`config.mk`:
```
export PLATFORM = sky130hd
export DESIGN_NAME = pid_front_panel_menu_top_flat
export DESIGN_NICKNAME = d
export VERILOG_FILES = /design/src/design/pfm_pkg.sv /design/src/design/pfm_if.sv /design/src/design/pid_front_panel_menu_top.sv /design/src/design/pfm_menu_core.sv /design/src/flat_wrapper.sv
export SDC_FILE = /design/constraint.sdc
export NUM_CORES = 1
export LEC_CHECK = 0
export BUFFER_PORTS_ARGS = -buffer_cell sky130_fd_sc_hd__buf_2
export CAP_MARGIN = 20
export CORE_MARGIN = 5
export CORE_UTILIZATION = 40
export CTS_CLUSTER_DIAMETER = 80
export CTS_CLUSTER_SIZE = 16
export DETAILED_ROUTE_END_ITERATION = 8
export GPL_TIMING_DRIVEN = 0
export PLACE_DENSITY_LB_ADDON = 0.25
export SLEW_MARGIN = 10
export SYNTH_ARGS = -nofsm -noshare
export SYNTH_HDL_FRONTEND = slang
export SYNTH_HIERARCHICAL = 1
export SYNTH_SLANG_ARGS = --single-unit
```
`constraint.sdc`:
```
create_clock -name clk -period 17.5 [get_ports clk]
set_input_delay 3.5 -clock clk [delete_from_list [all_inputs] [get_ports clk]]
set_output_delay 3.5 -clock clk [all_outputs]
set_load 0.01 [all_outputs]
```
`src/design/pfm_pkg.sv`:
```
// Package for the PID front-panel menu: field and button codes, state and
// result structs, and the percent/raw conversion constants.
// No dependencies; used by the interfaces, the menu core and the top level.
package pfm_pkg;

  // Full-scale raw count of the loop's setpoint and drive
  localparam int unsigned FULL_SCALE = 1023;

  localparam int unsigned RAW_W = 10;
  localparam int unsigned PCT_W = 7;
  localparam logic [PCT_W-1:0] PCT_MAX = 7'd100;
  localparam logic [RAW_W-1:0] RAW_MAX = 10'd1023;

  // Button codes
  localparam logic [1:0] BTN_NONE  = 2'd0;
  localparam logic [1:0] BTN_UP    = 2'd1;
  localparam logic [1:0] BTN_ENTER = 2'd2;
  localparam logic [1:0] BTN_DOWN  = 2'd3;

  // Menu field codes
  localparam logic [1:0] FIELD_ONOFF    = 2'd0;
  localparam logic [1:0] FIELD_MODE     = 2'd1;
  localparam logic [1:0] FIELD_SETPOINT = 2'd2;
  localparam logic [1:0] FIELD_DRIVE    = 2'd3;

  // Raw to percent: 100*r/FULL_SCALE by reciprocal multiply. With a
  // 28-bit fraction the rounding error stays below 1/FULL_SCALE for any
  // 10-bit raw value, so the truncated quotient is exact.
  localparam int unsigned RTP_SHIFT = 28;
  localparam longint unsigned RTP_MULT = ((64'd100 << RTP_SHIFT) / FULL_SCALE) + 64'd1;
  localparam int unsigned RTP_MULT_W = $clog2(RTP_MULT + 64'd1);
  localparam int unsigned RTP_PROD_W = RAW_W + RTP_MULT_W;

  // Percent to raw: FULL_SCALE*p/100, saturated, one entry per 7-bit code
  typedef logic [(1 << PCT_W)-1:0][RAW_W-1:0] p2r_lut_t;

  function automatic p2r_lut_t build_p2r_lut();
    p2r_lut_t lut;
    longint unsigned v;
    for (int i = 0; i < (1 << PCT_W); i++) begin
      v = (longint'(FULL_SCALE) * longint'(i)) / 100;
      lut[i] = (v > 64'd1023) ? RAW_MAX : RAW_W'(v);
    end
    return lut;
  endfunction

  localparam p2r_lut_t P2R_LUT = build_p2r_lut();

  // Menu state
  typedef struct packed {
    logic [1:0]       field_sel;
    logic             edit_flag;
    logic             pending_on;
    logic             pending_auto;
    logic             enabled;
    logic             auto_mode;
    logic [PCT_W-1:0] sp_pct;
    logic [PCT_W-1:0] drv_pct;
    logic [RAW_W-1:0] sp_value;
  } pfm_state_t;

  // One result per press
  typedef struct packed {
    logic [1:0]       selected_field;
    logic             editing;
    logic             controller_on;
    logic             auto_mode;
    logic [PCT_W-1:0] setpoint_percent;
    logic [PCT_W-1:0] drive_percent;
    logic [RAW_W-1:0] setpoint_raw;
    logic [RAW_W-1:0] drive_set;
    logic             drive_load;
  } pfm_result_t;

endpackage

```
`src/design/pfm_if.sv`:
```
// Valid/ready channel interfaces for button-press requests and panel results.
// Depends on pfm_pkg for field widths.
interface pfm_press_if;
  logic                     valid;
  logic                     ready;
  logic [1:0]               button;
  logic [pfm_pkg::RAW_W-1:0] drive_now;

  modport source (output valid, output button, output drive_now, input ready);
  modport sink (input valid, input button, input drive_now, output ready);
endinterface

interface pfm_view_if;
  logic                     valid;
  logic                     ready;
  logic [1:0]               selected_field;
  logic                     editing;
  logic                     controller_on;
  logic                     auto_mode;
  logic [pfm_pkg::PCT_W-1:0] setpoint_percent;
  logic [pfm_pkg::PCT_W-1:0] drive_percent;
  logic [pfm_pkg::RAW_W-1:0] setpoint_raw;
  logic [pfm_pkg::RAW_W-1:0] drive_set;
  logic                     drive_load;

  modport source (output valid, output selected_field, output editing,
                  output controller_on, output auto_mode, output setpoint_percent,
                  output drive_percent, output setpoint_raw, output drive_set,
                  output drive_load, input ready);
  modport sink (input valid, input selected_field, input editing,
                input controller_on, input auto_mode, input setpoint_percent,
                input drive_percent, input setpoint_raw, input drive_set,
                input drive_load, output ready);
endinterface

```
`src/design/pid_front_panel_menu_top.sv`:
```
// Top level of the PID front-panel menu: input register, menu state, result register.
// Depends on pfm_pkg, pfm_if.sv (pfm_press_if, pfm_view_if) and pfm_menu_core.
//
//   channel  dir  payload                                        accepted when
//   press    in   button[1:0], drive_now[9:0]                    valid & ready
//   view     out  selected_field .. drive_set[9:0], drive_load   valid & ready
//
// One press request per cycle while the result register is free or being read; its
// result moves from the input register to the result register and is valid there.
// The rate is set by the combinational menu update between the input register and
// the result register, which also writes the menu state.
// Synchronous reset clears the menu state and both valid flags.
// A stalled result holds in the result register; the input register keeps taking a
// request while the result register is free or being read.
module pid_front_panel_menu_top (
  input logic       clk,
  input logic       rst,
  pfm_press_if.sink press,
  pfm_view_if.source view
);

  logic                      s1_valid;
  logic [1:0]                s1_button;
  logic [pfm_pkg::RAW_W-1:0] s1_drive;
  pfm_pkg::pfm_state_t       state;
  pfm_pkg::pfm_state_t       state_next;
  pfm_pkg::pfm_result_t      res_next;
  logic                      out_valid;
  pfm_pkg::pfm_result_t      out_res;
  logic                      advance;

  // Pipeline flow: result register loads when free or being read
  assign advance     = s1_valid && (!out_valid || view.ready);
  assign press.ready = !s1_valid || advance;

  // Input register
  always_ff @(posedge clk) begin
    if (rst) begin
      s1_valid <= 1'b0;
    end else if (press.ready) begin
      s1_valid <= press.valid;
    end
    if (press.ready && press.valid) begin
      s1_button <= press.button;
      s1_drive  <= press.drive_now;
    end
  end

  pfm_menu_core u_core (
    .button    (s1_button),
    .drive_now (s1_drive),
    .cur       (state),
    .nxt       (state_next),
    .res       (res_next)
  );

  // Menu state commits as the request moves to the result register
  always_ff @(posedge clk) begin
    if (rst) begin
      state <= '0;
    end else if (advance) begin
      state <= state_next;
    end
  end

  // Result register
  always_ff @(posedge clk) begin
    if (rst) begin
      out_valid <= 1'b0;
    end else if (advance) begin
      out_valid <= 1'b1;
    end else if (view.ready) begin
      out_valid <= 1'b0;
    end
    if (advance) begin
      out_res <= res_next;
    end
  end

  assign view.valid            = out_valid;
  assign view.selected_field   = out_res.selected_field;
  assign view.editing          = out_res.editing;
  assign view.controller_on    = out_res.controller_on;
  assign view.auto_mode        = out_res.auto_mode;
  assign view.setpoint_percent = out_res.setpoint_percent;
  assign view.drive_percent    = out_res.drive_percent;
  assign view.setpoint_raw     = out_res.setpoint_raw;
  assign view.drive_set        = out_res.drive_set;
  assign view.drive_load       = out_res.drive_load;

  // Percent values never pass full scale
  a_pct_range: assert property (@(posedge clk) disable iff (rst)
    (state.sp_pct <= pfm_pkg::PCT_MAX) && (state.drv_pct <= pfm_pkg::PCT_MAX))
    else $error("menu percent above 100");

  // Setpoint is edited only in auto, drive only in manual
  a_edit_mode: assert property (@(posedge clk) disable iff (rst)
    state.edit_flag && (state.field_sel == pfm_pkg::FIELD_SETPOINT) |-> state.auto_mode)
    else $error("setpoint edit outside auto mode");

  a_drive_edit_mode: assert property (@(posedge clk) disable iff (rst)
    state.edit_flag && (state.field_sel == pfm_pkg::FIELD_DRIVE) |-> !state.auto_mode)
    else $error("drive edit outside manual mode");

  // A drive load is a commit on the drive field, back in view
  a_load_commit: assert property (@(posedge clk) disable iff (rst)
    view.valid && view.drive_load |->
      !view.editing && (view.selected_field == pfm_pkg::FIELD_DRIVE))
    else $error("drive load without drive commit");

  // No drive value without a load
  a_set_zero: assert property (@(posedge clk) disable iff (rst)
    view.valid && !view.drive_load |-> (view.drive_set == '0))
    else $error("drive_set nonzero without drive_load");

endmodule

```
`src/design/pfm_menu_core.sv`:
```
// Combinational menu update: next state and panel result for one press.
// Depends on pfm_pkg (codes, structs, conversion constants).
module pfm_menu_core (
  input  logic [1:0]                button,
  input  logic [pfm_pkg::RAW_W-1:0] drive_now,
  input  pfm_pkg::pfm_state_t       cur,
  output pfm_pkg::pfm_state_t       nxt,
  output pfm_pkg::pfm_result_t      res
);

  logic                           rtp_sel_drive;
  logic [pfm_pkg::RAW_W-1:0]      rtp_raw;
  logic [pfm_pkg::RTP_PROD_W-1:0] rtp_prod;
  logic [pfm_pkg::RTP_PROD_W-1:0] rtp_quot;
  logic [pfm_pkg::PCT_W-1:0]      rtp_pct;
  logic [pfm_pkg::PCT_W-1:0]      p2r_idx;
  logic [pfm_pkg::RAW_W-1:0]      p2r_raw;
  logic [pfm_pkg::RAW_W-1:0]      dset;
  logic                           dload;

  function automatic logic [pfm_pkg::PCT_W-1:0] pct_up(input logic [pfm_pkg::PCT_W-1:0] p);
    return (p < pfm_pkg::PCT_MAX) ? p + 7'd1 : p;
  endfunction

  function automatic logic [pfm_pkg::PCT_W-1:0] pct_down(input logic [pfm_pkg::PCT_W-1:0] p);
    return (p != 7'd0) ? p - 7'd1 : p;
  endfunction

  // Raw to percent: drive_now going to manual, setpoint going to auto
  assign rtp_sel_drive = !cur.pending_auto;
  assign rtp_raw  = rtp_sel_drive ? drive_now : cur.sp_value;
  assign rtp_prod = pfm_pkg::RTP_PROD_W'(rtp_raw)
                  * pfm_pkg::RTP_PROD_W'(pfm_pkg::RTP_MULT);
  assign rtp_quot = rtp_prod >> pfm_pkg::RTP_SHIFT;
  assign rtp_pct  = (rtp_quot > pfm_pkg::RTP_PROD_W'(pfm_pkg::PCT_MAX))
                  ? pfm_pkg::PCT_MAX : rtp_quot[pfm_pkg::PCT_W-1:0];

  // Percent to raw for the field under edit
  assign p2r_idx = (cur.field_sel == pfm_pkg::FIELD_DRIVE) ? cur.drv_pct : cur.sp_pct;
  assign p2r_raw = pfm_pkg::P2R_LUT[p2r_idx];

  // Menu transitions
  always_comb begin
    nxt   = cur;
    dset  = '0;
    dload = 1'b0;
    if (button != pfm_pkg::BTN_NONE) begin
      if (!cur.edit_flag) begin
        // view: move selection or start an edit
        case (button)
          pfm_pkg::BTN_UP: begin
            if (cur.field_sel != pfm_pkg::FIELD_ONOFF) nxt.field_sel = cur.field_sel - 2'd1;
          end
          pfm_pkg::BTN_DOWN: begin
            if (cur.field_sel != pfm_pkg::FIELD_DRIVE) nxt.field_sel = cur.field_sel + 2'd1;
          end
          default: begin
            case (cur.field_sel)
              pfm_pkg::FIELD_ONOFF: begin
                nxt.pending_on = cur.enabled;
                nxt.edit_flag  = 1'b1;
              end
              pfm_pkg::FIELD_MODE: begin
                nxt.pending_auto = cur.auto_mode;
                nxt.edit_flag    = 1'b1;
              end
              pfm_pkg::FIELD_SETPOINT: begin
                if (cur.auto_mode) nxt.edit_flag = 1'b1;
              end
              default: begin
                if (!cur.auto_mode) nxt.edit_flag = 1'b1;
              end
            endcase
          end
        endcase
      end else begin
        // edit: change the pending value or commit it
        case (cur.field_sel)
          pfm_pkg::FIELD_ONOFF: begin
            case (button)
              pfm_pkg::BTN_UP:   nxt.pending_on = 1'b1;
              pfm_pkg::BTN_DOWN: nxt.pending_on = 1'b0;
              default: begin
                nxt.enabled   = cur.pending_on;
                nxt.edit_flag = 1'b0;
              end
            endcase
          end
          pfm_pkg::FIELD_MODE: begin
            case (button)
              pfm_pkg::BTN_UP:   nxt.pending_auto = 1'b0;
              pfm_pkg::BTN_DOWN: nxt.pending_auto = 1'b1;
              default: begin
                if (rtp_sel_drive) nxt.drv_pct = rtp_pct;
                else               nxt.sp_pct  = rtp_pct;
                nxt.auto_mode = cur.pending_auto;
                nxt.edit_flag = 1'b0;
              end
            endcase
          end
          pfm_pkg::FIELD_SETPOINT: begin
            case (button)
              pfm_pkg::BTN_UP:   nxt.sp_pct = pct_up(cur.sp_pct);
              pfm_pkg::BTN_DOWN: nxt.sp_pct = pct_down(cur.sp_pct);
              default: begin
                nxt.sp_value  = p2r_raw;
                nxt.edit_flag = 1'b0;
              end
            endcase
          end
          default: begin
            case (button)
              pfm_pkg::BTN_UP:   nxt.drv_pct = pct_up(cur.drv_pct);
              pfm_pkg::BTN_DOWN: nxt.drv_pct = pct_down(cur.drv_pct);
              default: begin
                dset          = p2r_raw;
                dload         = 1'b1;
                nxt.edit_flag = 1'b0;
              end
            endcase
          end
        endcase
      end
    end
  end

  // Result shows the state after the press
  assign res.selected_field   = nxt.field_sel;
  assign res.editing          = nxt.edit_flag;
  assign res.controller_on    = nxt.enabled;
  assign res.auto_mode        = nxt.auto_mode;
  assign res.setpoint_percent = nxt.sp_pct;
  assign res.drive_percent    = nxt.drv_pct;
  assign res.setpoint_raw     = nxt.sp_value;
  assign res.drive_set        = dset;
  assign res.drive_load       = dload;

endmodule
```
`src/flat_wrapper.sv`:
```
// flat-port wrapper written by rule: the top's interface ports become plain ports
module pid_front_panel_menu_top_flat 
  (clk, rst, press_valid, press_button, press_drive_now, press_ready, view_valid, view_selected_field, view_editing, view_controller_on, view_auto_mode, view_setpoint_percent, view_drive_percent, view_setpoint_raw, view_drive_set, view_drive_load, view_ready);
  pfm_press_if press_i ();
  pfm_view_if view_i ();
  input logic clk;
  input logic rst;
  input wire logic [$bits(press_i.valid)-1:0] press_valid;
  input wire logic [$bits(press_i.button)-1:0] press_button;
  input wire logic [$bits(press_i.drive_now)-1:0] press_drive_now;
  output wire logic [$bits(press_i.ready)-1:0] press_ready;
  output wire logic [$bits(view_i.valid)-1:0] view_valid;
  output wire logic [$bits(view_i.selected_field)-1:0] view_selected_field;
  output wire logic [$bits(view_i.editing)-1:0] view_editing;
  output wire logic [$bits(view_i.controller_on)-1:0] view_controller_on;
  output wire logic [$bits(view_i.auto_mode)-1:0] view_auto_mode;
  output wire logic [$bits(view_i.setpoint_percent)-1:0] view_setpoint_percent;
  output wire logic [$bits(view_i.drive_percent)-1:0] view_drive_percent;
  output wire logic [$bits(view_i.setpoint_raw)-1:0] view_setpoint_raw;
  output wire logic [$bits(view_i.drive_set)-1:0] view_drive_set;
  output wire logic [$bits(view_i.drive_load)-1:0] view_drive_load;
  input wire logic [$bits(view_i.ready)-1:0] view_ready;
  assign press_i.valid = press_valid;
  assign press_i.button = press_button;
  assign press_i.drive_now = press_drive_now;
  assign press_ready = press_i.ready;
  assign view_valid = view_i.valid;
  assign view_selected_field = view_i.selected_field;
  assign view_editing = view_i.editing;
  assign view_controller_on = view_i.controller_on;
  assign view_auto_mode = view_i.auto_mode;
  assign view_setpoint_percent = view_i.setpoint_percent;
  assign view_drive_percent = view_i.drive_percent;
  assign view_setpoint_raw = view_i.setpoint_raw;
  assign view_drive_set = view_i.drive_set;
  assign view_drive_load = view_i.drive_load;
  assign view_i.ready = view_ready;
  pid_front_panel_menu_top u_core (.clk(clk), .rst(rst), .press(press_i), .view(view_i));
endmodule
```
# == After elaboration in Yosys (flattened, before gate mapping) ==
# Memories as Yosys holds them, arrays and structs flattened.
# Index checks and enable logic that the tools add are counted.
# word_totals
output_inout_bits,42
mem_bits_ro,1280
mem_count,1
reg_bits,85
elab_cells,104
# classes
n_mux,41
n_reduce_logical,19
eq_ne,8
addsub,6
bitwise,2
magnitude_cmp,4
n_mul,1
# memory_table
memory,words,width,read_ports,rd_clocked_by_memory_dff,wr,line,source
(no name shown),128,10,1,0,0,pfm_menu_core.sv:40,assign p2r_raw = pfm_pkg::P2R_LUT[p2r_idx];
# op_table
operator,n
two-way mux 7 bit,8
one-hot mux 7 bit (2 select lines),4
two-way mux 10 bit,4
multiplier 10 x 24 -> 34 bit (second input constant),1
two-way mux 31 bit,1
two-way mux 26 bit,1
two-way mux 15 bit,1
adder 7 x 1 -> 7 bit (second input constant),2
less-than comparator 7 bit (second input constant),2
nonzero test 7 bit,2
subtractor 7 x 1 -> 7 bit (second input constant),2
two-way mux 1 bit,13
AND reduction 5 bit,2
less-than comparator 7 x 8 -> 1 bit (second input constant),1
greater-than comparator 7 bit (second input constant),1
OR reduction 7 bit,1
equality test 2 bit (second input constant),3
two-way mux 2 bit,3
two-way mux 3 bit,2
one-hot mux 1 bit (2 select lines),3
nonzero test 2 bit,3
OR reduction 2 bit,3
OR reduction 5 bit,1
equality test 2 x 1 -> 1 bit (second input constant),2
other kinds (11),15

# == Longest topological paths before layout ==
# logic_depth
depth_word,9
ltp_mapped,24
mapped_depth_nobuf,22

# == Cells and area by module ==
# The synthesis kept the hierarchy.
# modules_own_cells
module,seq_area_each_um2,instances,area_per_inst_um2,cells_per_inst
pfm_menu_core,0.0,1,6183.4,891
pid_front_panel_menu_top,2222.1,1,3066.7,197

# == Least setup slack after synthesis ==
# OpenSTA, ideal clock, no wires.
# synth_timing
path_type,in2out
start,input port view_ready
end,output port press_ready
path_slack_ns,10.271
cell_stages,2
t_arrival_ns,3.729
path_cell_list,nor2b_4 nand2_1
# synth_via
elab_chain_len,3
# synth_rtl
item,line,source
"start, declared",flat_wrapper.sv:22,input wire logic [$bits(view_i.ready)-1:0] view_ready;
logical OR 1 bit,pid_front_panel_menu_top.sv:33,assign advance = s1_valid && (!out_valid || view.ready);
logical AND 1 bit,pid_front_panel_menu_top.sv:33,
logical OR 1 bit,pid_front_panel_menu_top.sv:34,assign press.ready = !s1_valid || advance;
"end, declared",flat_wrapper.sv:11,output wire logic [$bits(press_i.ready)-1:0] press_ready;
# Every way passes these cells.

# == Final worst setup path ==
# Same ends and word-level chain as after synthesis.

==> flow_metrics.py <==
metrics = {
    "sta": {
        "max_freq_ghz": 0.134,
        "setup_tns_ps": 0,
        "whs_ps": 477,
        "setup_viol": 0,
        "grt_setup_unrepaired": "false",
        "relSlewSlack": 0.288,
        "hold_viol_final": 0,
        "tightest_slew_ps": 1070,
        "finalMaxSlewViolations": 0,
        "fin_crit_sh": 0.427,
        "layout_min_cycle_time_ps": 7470,
        "fin_skew_ps": 13.0,
    },
    "routing": {
        "wirelength_um": 27300,
        "vias_per_cell": 5.89,
        "wl_per_cell_um": 18.9,
        "ant_nets": 0,
        "dr.first_iter.drc_count": 774,
        "drcViolationCount": 0,
        "dr.pass1.iters": 6,
        "via_count": 8504,
    },
    "clock_network": {
        "postCtsHoldBufs": 0,
        "cts_root_buffer": "clkbuf_16",
        "cts_buffers": 9,
        "h-tree-depth": 3,
        "cts.sinks": 85,
        "clock_path_buffers": 2,
        "post_cts_resized": 0,
        "clock_latency_ps": 360,
        "post_cts_buffers": 0,
        "clkTransAtPathRegs_ps": 60,
        "cts_tree": "built",
    },
    "grt": {
        "grt_pass1_vias": 7801,
        "grt_pass1_wl_um": 42700,
        "grt_start_max_net_pins": 50,
        "overflow": 0,
        "gr-usage-all-layers": 0.203,
        "antenna_found_initial": 0,
    },
    "synthesis": {
        "ys_seq_area_frac": 0.240,
        "synth_fa_ha_area_frac": 0.195,
        "synth.area.mux_share": 0.0682,
        "synth_seq_cells": 85,
        "synth_compound_area_frac": 0.217,
        "syn-num-nets": 1237,
        "yosys.area_share.simple": 0.176,
        "synth_xor_area_frac": 0.0133,
        "synth_area_per_cell_um2": 8.50,
        "synthFlopType": "edfxtp_1",
        "ys_warn_count": 6,
        "synthArstFlopShare": 0,
        "synth_cell_types": 84,
        "synth_top_family_by_area": "compound AO/OA/AOI/OAI gates",
        "syn_area_mm2": 0.00925,
        "netlist_instances": 1088,
        "synth_edf_count": 52,
    },
    "die": {
        "core_mm2": 0.0227,
        "pin_count": 58,
        "dieArea_mm2": 0.0263,
        "die_h_um": 162,
        "die-width_um": 162,
        "num_rows": 55,
        "start_util": 0.407,
    },
    "critical_path": {
        "crit_type": "in -> out",
        "reg2reg_slack_ps": 10720,
        "cp-start-kind": "input port",
        "r2r_end": "u_core/state[12]",
        "rr_startpoint": "u_core/state[26]",
        "cp_max_fo": 4,
        "arrival_ps": 3970,
        "crit_path_end_kind": "primary output",
        "required_ps": 14000,
        "reg2regPathDepth": 22,
    },
    "power": {
        "p_sw_frac": 0.388,
        "power.leakage_nw": 4.13,
        "p_comb_frac": 0.415,
        "finalPower_mw": 0.705,
        "peakVddDrop_mv": 0.0466,
        "pwr-share-clk": 0.272,
        "seqPwrFrac": 0.313,
        "p_sw_mw": 0.274,
        "powerDensity_mw_per_mm2": 69.3,
        "p_int_mw": 0.431,
    },
    "cells_and_area": {
        "drive_above_1_share": 0.134,
        "area_delta_synth_final_pct": 10.0,
        "insertedDiodeCount": 0,
        "fin_nets": 1304,
    },
    "worst_hold_path": {
        "whs_endpoint": "u_core/state[14]",
        "hp-start": "u_core/state[14]",
        "hp-class": "reg -> reg",
        "hold_path_depth": 2,
    },
    "place": {
        "post-dp-hpwl_um": 21200,
        "routabilityCongestion": 1.01,
        "numPortBuffers": 56,
    },
    "job": {
        "cap_viol_max_count": 0,
    },
    "status": {
        "status": "finished clean",
    },
}
-- cell usage in the layout (no fill, tap or decap), types with 33 or more instances in the layout --
cell and n:
nor2_1 69, a21oi_1 59, dfxtp_1 33, inv_1 72, o21ai_0 79, mux2i_1 47, edfxtp_1 52, nand2b_1 66
clkbuf_1 45, nand2_1 96, ha_1 114, buf_2 67
-- layer usage --
layer | wire length, um | global-route usage | vias to the layer above
met5 | 0 | 0 | -
met4 | 728 | 0.0573 | 0
li1 | - | - | 4067
met3 | 2450 | 0.0497 | 68
met1 | 12200 | 0.285 | 3968
met2 | 11900 | 0.311 | 401
-- critical path, stage by stage --
cell and delay, ps:
buf_2 110, nor2b_4 140, nand2_1 80, buf_2 140
-- logic make-up after synthesis --
family	count (synthesis)
flops	85
simple gates	327
xor+xnor	14
mux	61
buf+inv	171
fa+ha+maj	133
compound gates	297
-- Yosys cell counts, drive strengths merged, types with 33 or more instances --
master / n / area, um2
a21oi: 60 / 304
buf: 52 / 389
clkbuf: 45 / 169
dfxtp: 33 / 661
edfxtp: 52 / 1560
ha: 114 / 1430
inv: 72 / 270
mux2i: 48 / 484
nand2: 97 / 367
nand2b: 66 / 413
nor2: 69 / 259
o21ai: 83 / 419
-- power groups by stage --
stage | clock [mW] | sequential [mW] | combinational [mW]
4_1_cts | 0.197 | 0.220 | 0.290
3_3_place_gp | 0 | 0.225 | 0.287
6_report | 0.192 | 0.220 | 0.293
5_1_grt | 0.205 | 0.221 | 0.328
3_5_place_dp | 0 | 0.225 | 0.287
2_1_floorplan | 0 | 0.227 | 0.212
-- through the flow --
step                      instance area [um2]   util  instances  setup slack, ps
after floorplan                          9250      -       1088            10270
after global placement                   9890  0.435       1429            10030
after detailed placement                 9890  0.435       1429            10030
after CTS                               10200  0.448       1445            10030
after global routing                    10200  0.448       1445             9990
final                                   10200  0.448       1445            10030
-- registers in the layout (all words and copies together) (netlist names) --
signal                        flops
u_core/s1_valid                   1
u_core/s1_drive                  10
u_core/view.controller_on         1
u_core/view.setpoint_raw         10
u_core/view.drive_load            1
u_core/view.drive_set            10
u_core/view.setpoint_percent      7
u_core/view.auto_mode             1
u_core/view.selected_field        2
u_core/state                     31
u_core/s1_button                  2
u_core/view.editing               1
u_core/view.valid                 1
u_core/view.drive_percent         7
-- area by class of cell --
type	count	area [um2]
Fill cell	2276	12500
Tap cell	285	357
Sequential cell	85	2220
Clock inverter	6	52.6
Multi-Input combinational cell	832	6190
Timing Repair Buffer	56	280
Buffer	97	558
Clock buffer	10	239
Inverter	74	278
-- worst max path at each step --
| stage | from | to | slack (ps) | cells past startpoint |
|---|---|---|---|---|
| after global placement | view_ready | press_ready | 10030 | 4 |
| after floorplan | view_ready | press_ready | 10270 | 2 |
| after CTS | view_ready | press_ready | 10030 | 4 |
| after global routing | view_ready | press_ready | 9990 | 4 |
| final | view_ready | press_ready | 10030 | 4 |
| after detailed placement | view_ready | press_ready | 10030 | 4 |
Note: power is estimated with default switching activity, not from simulation.
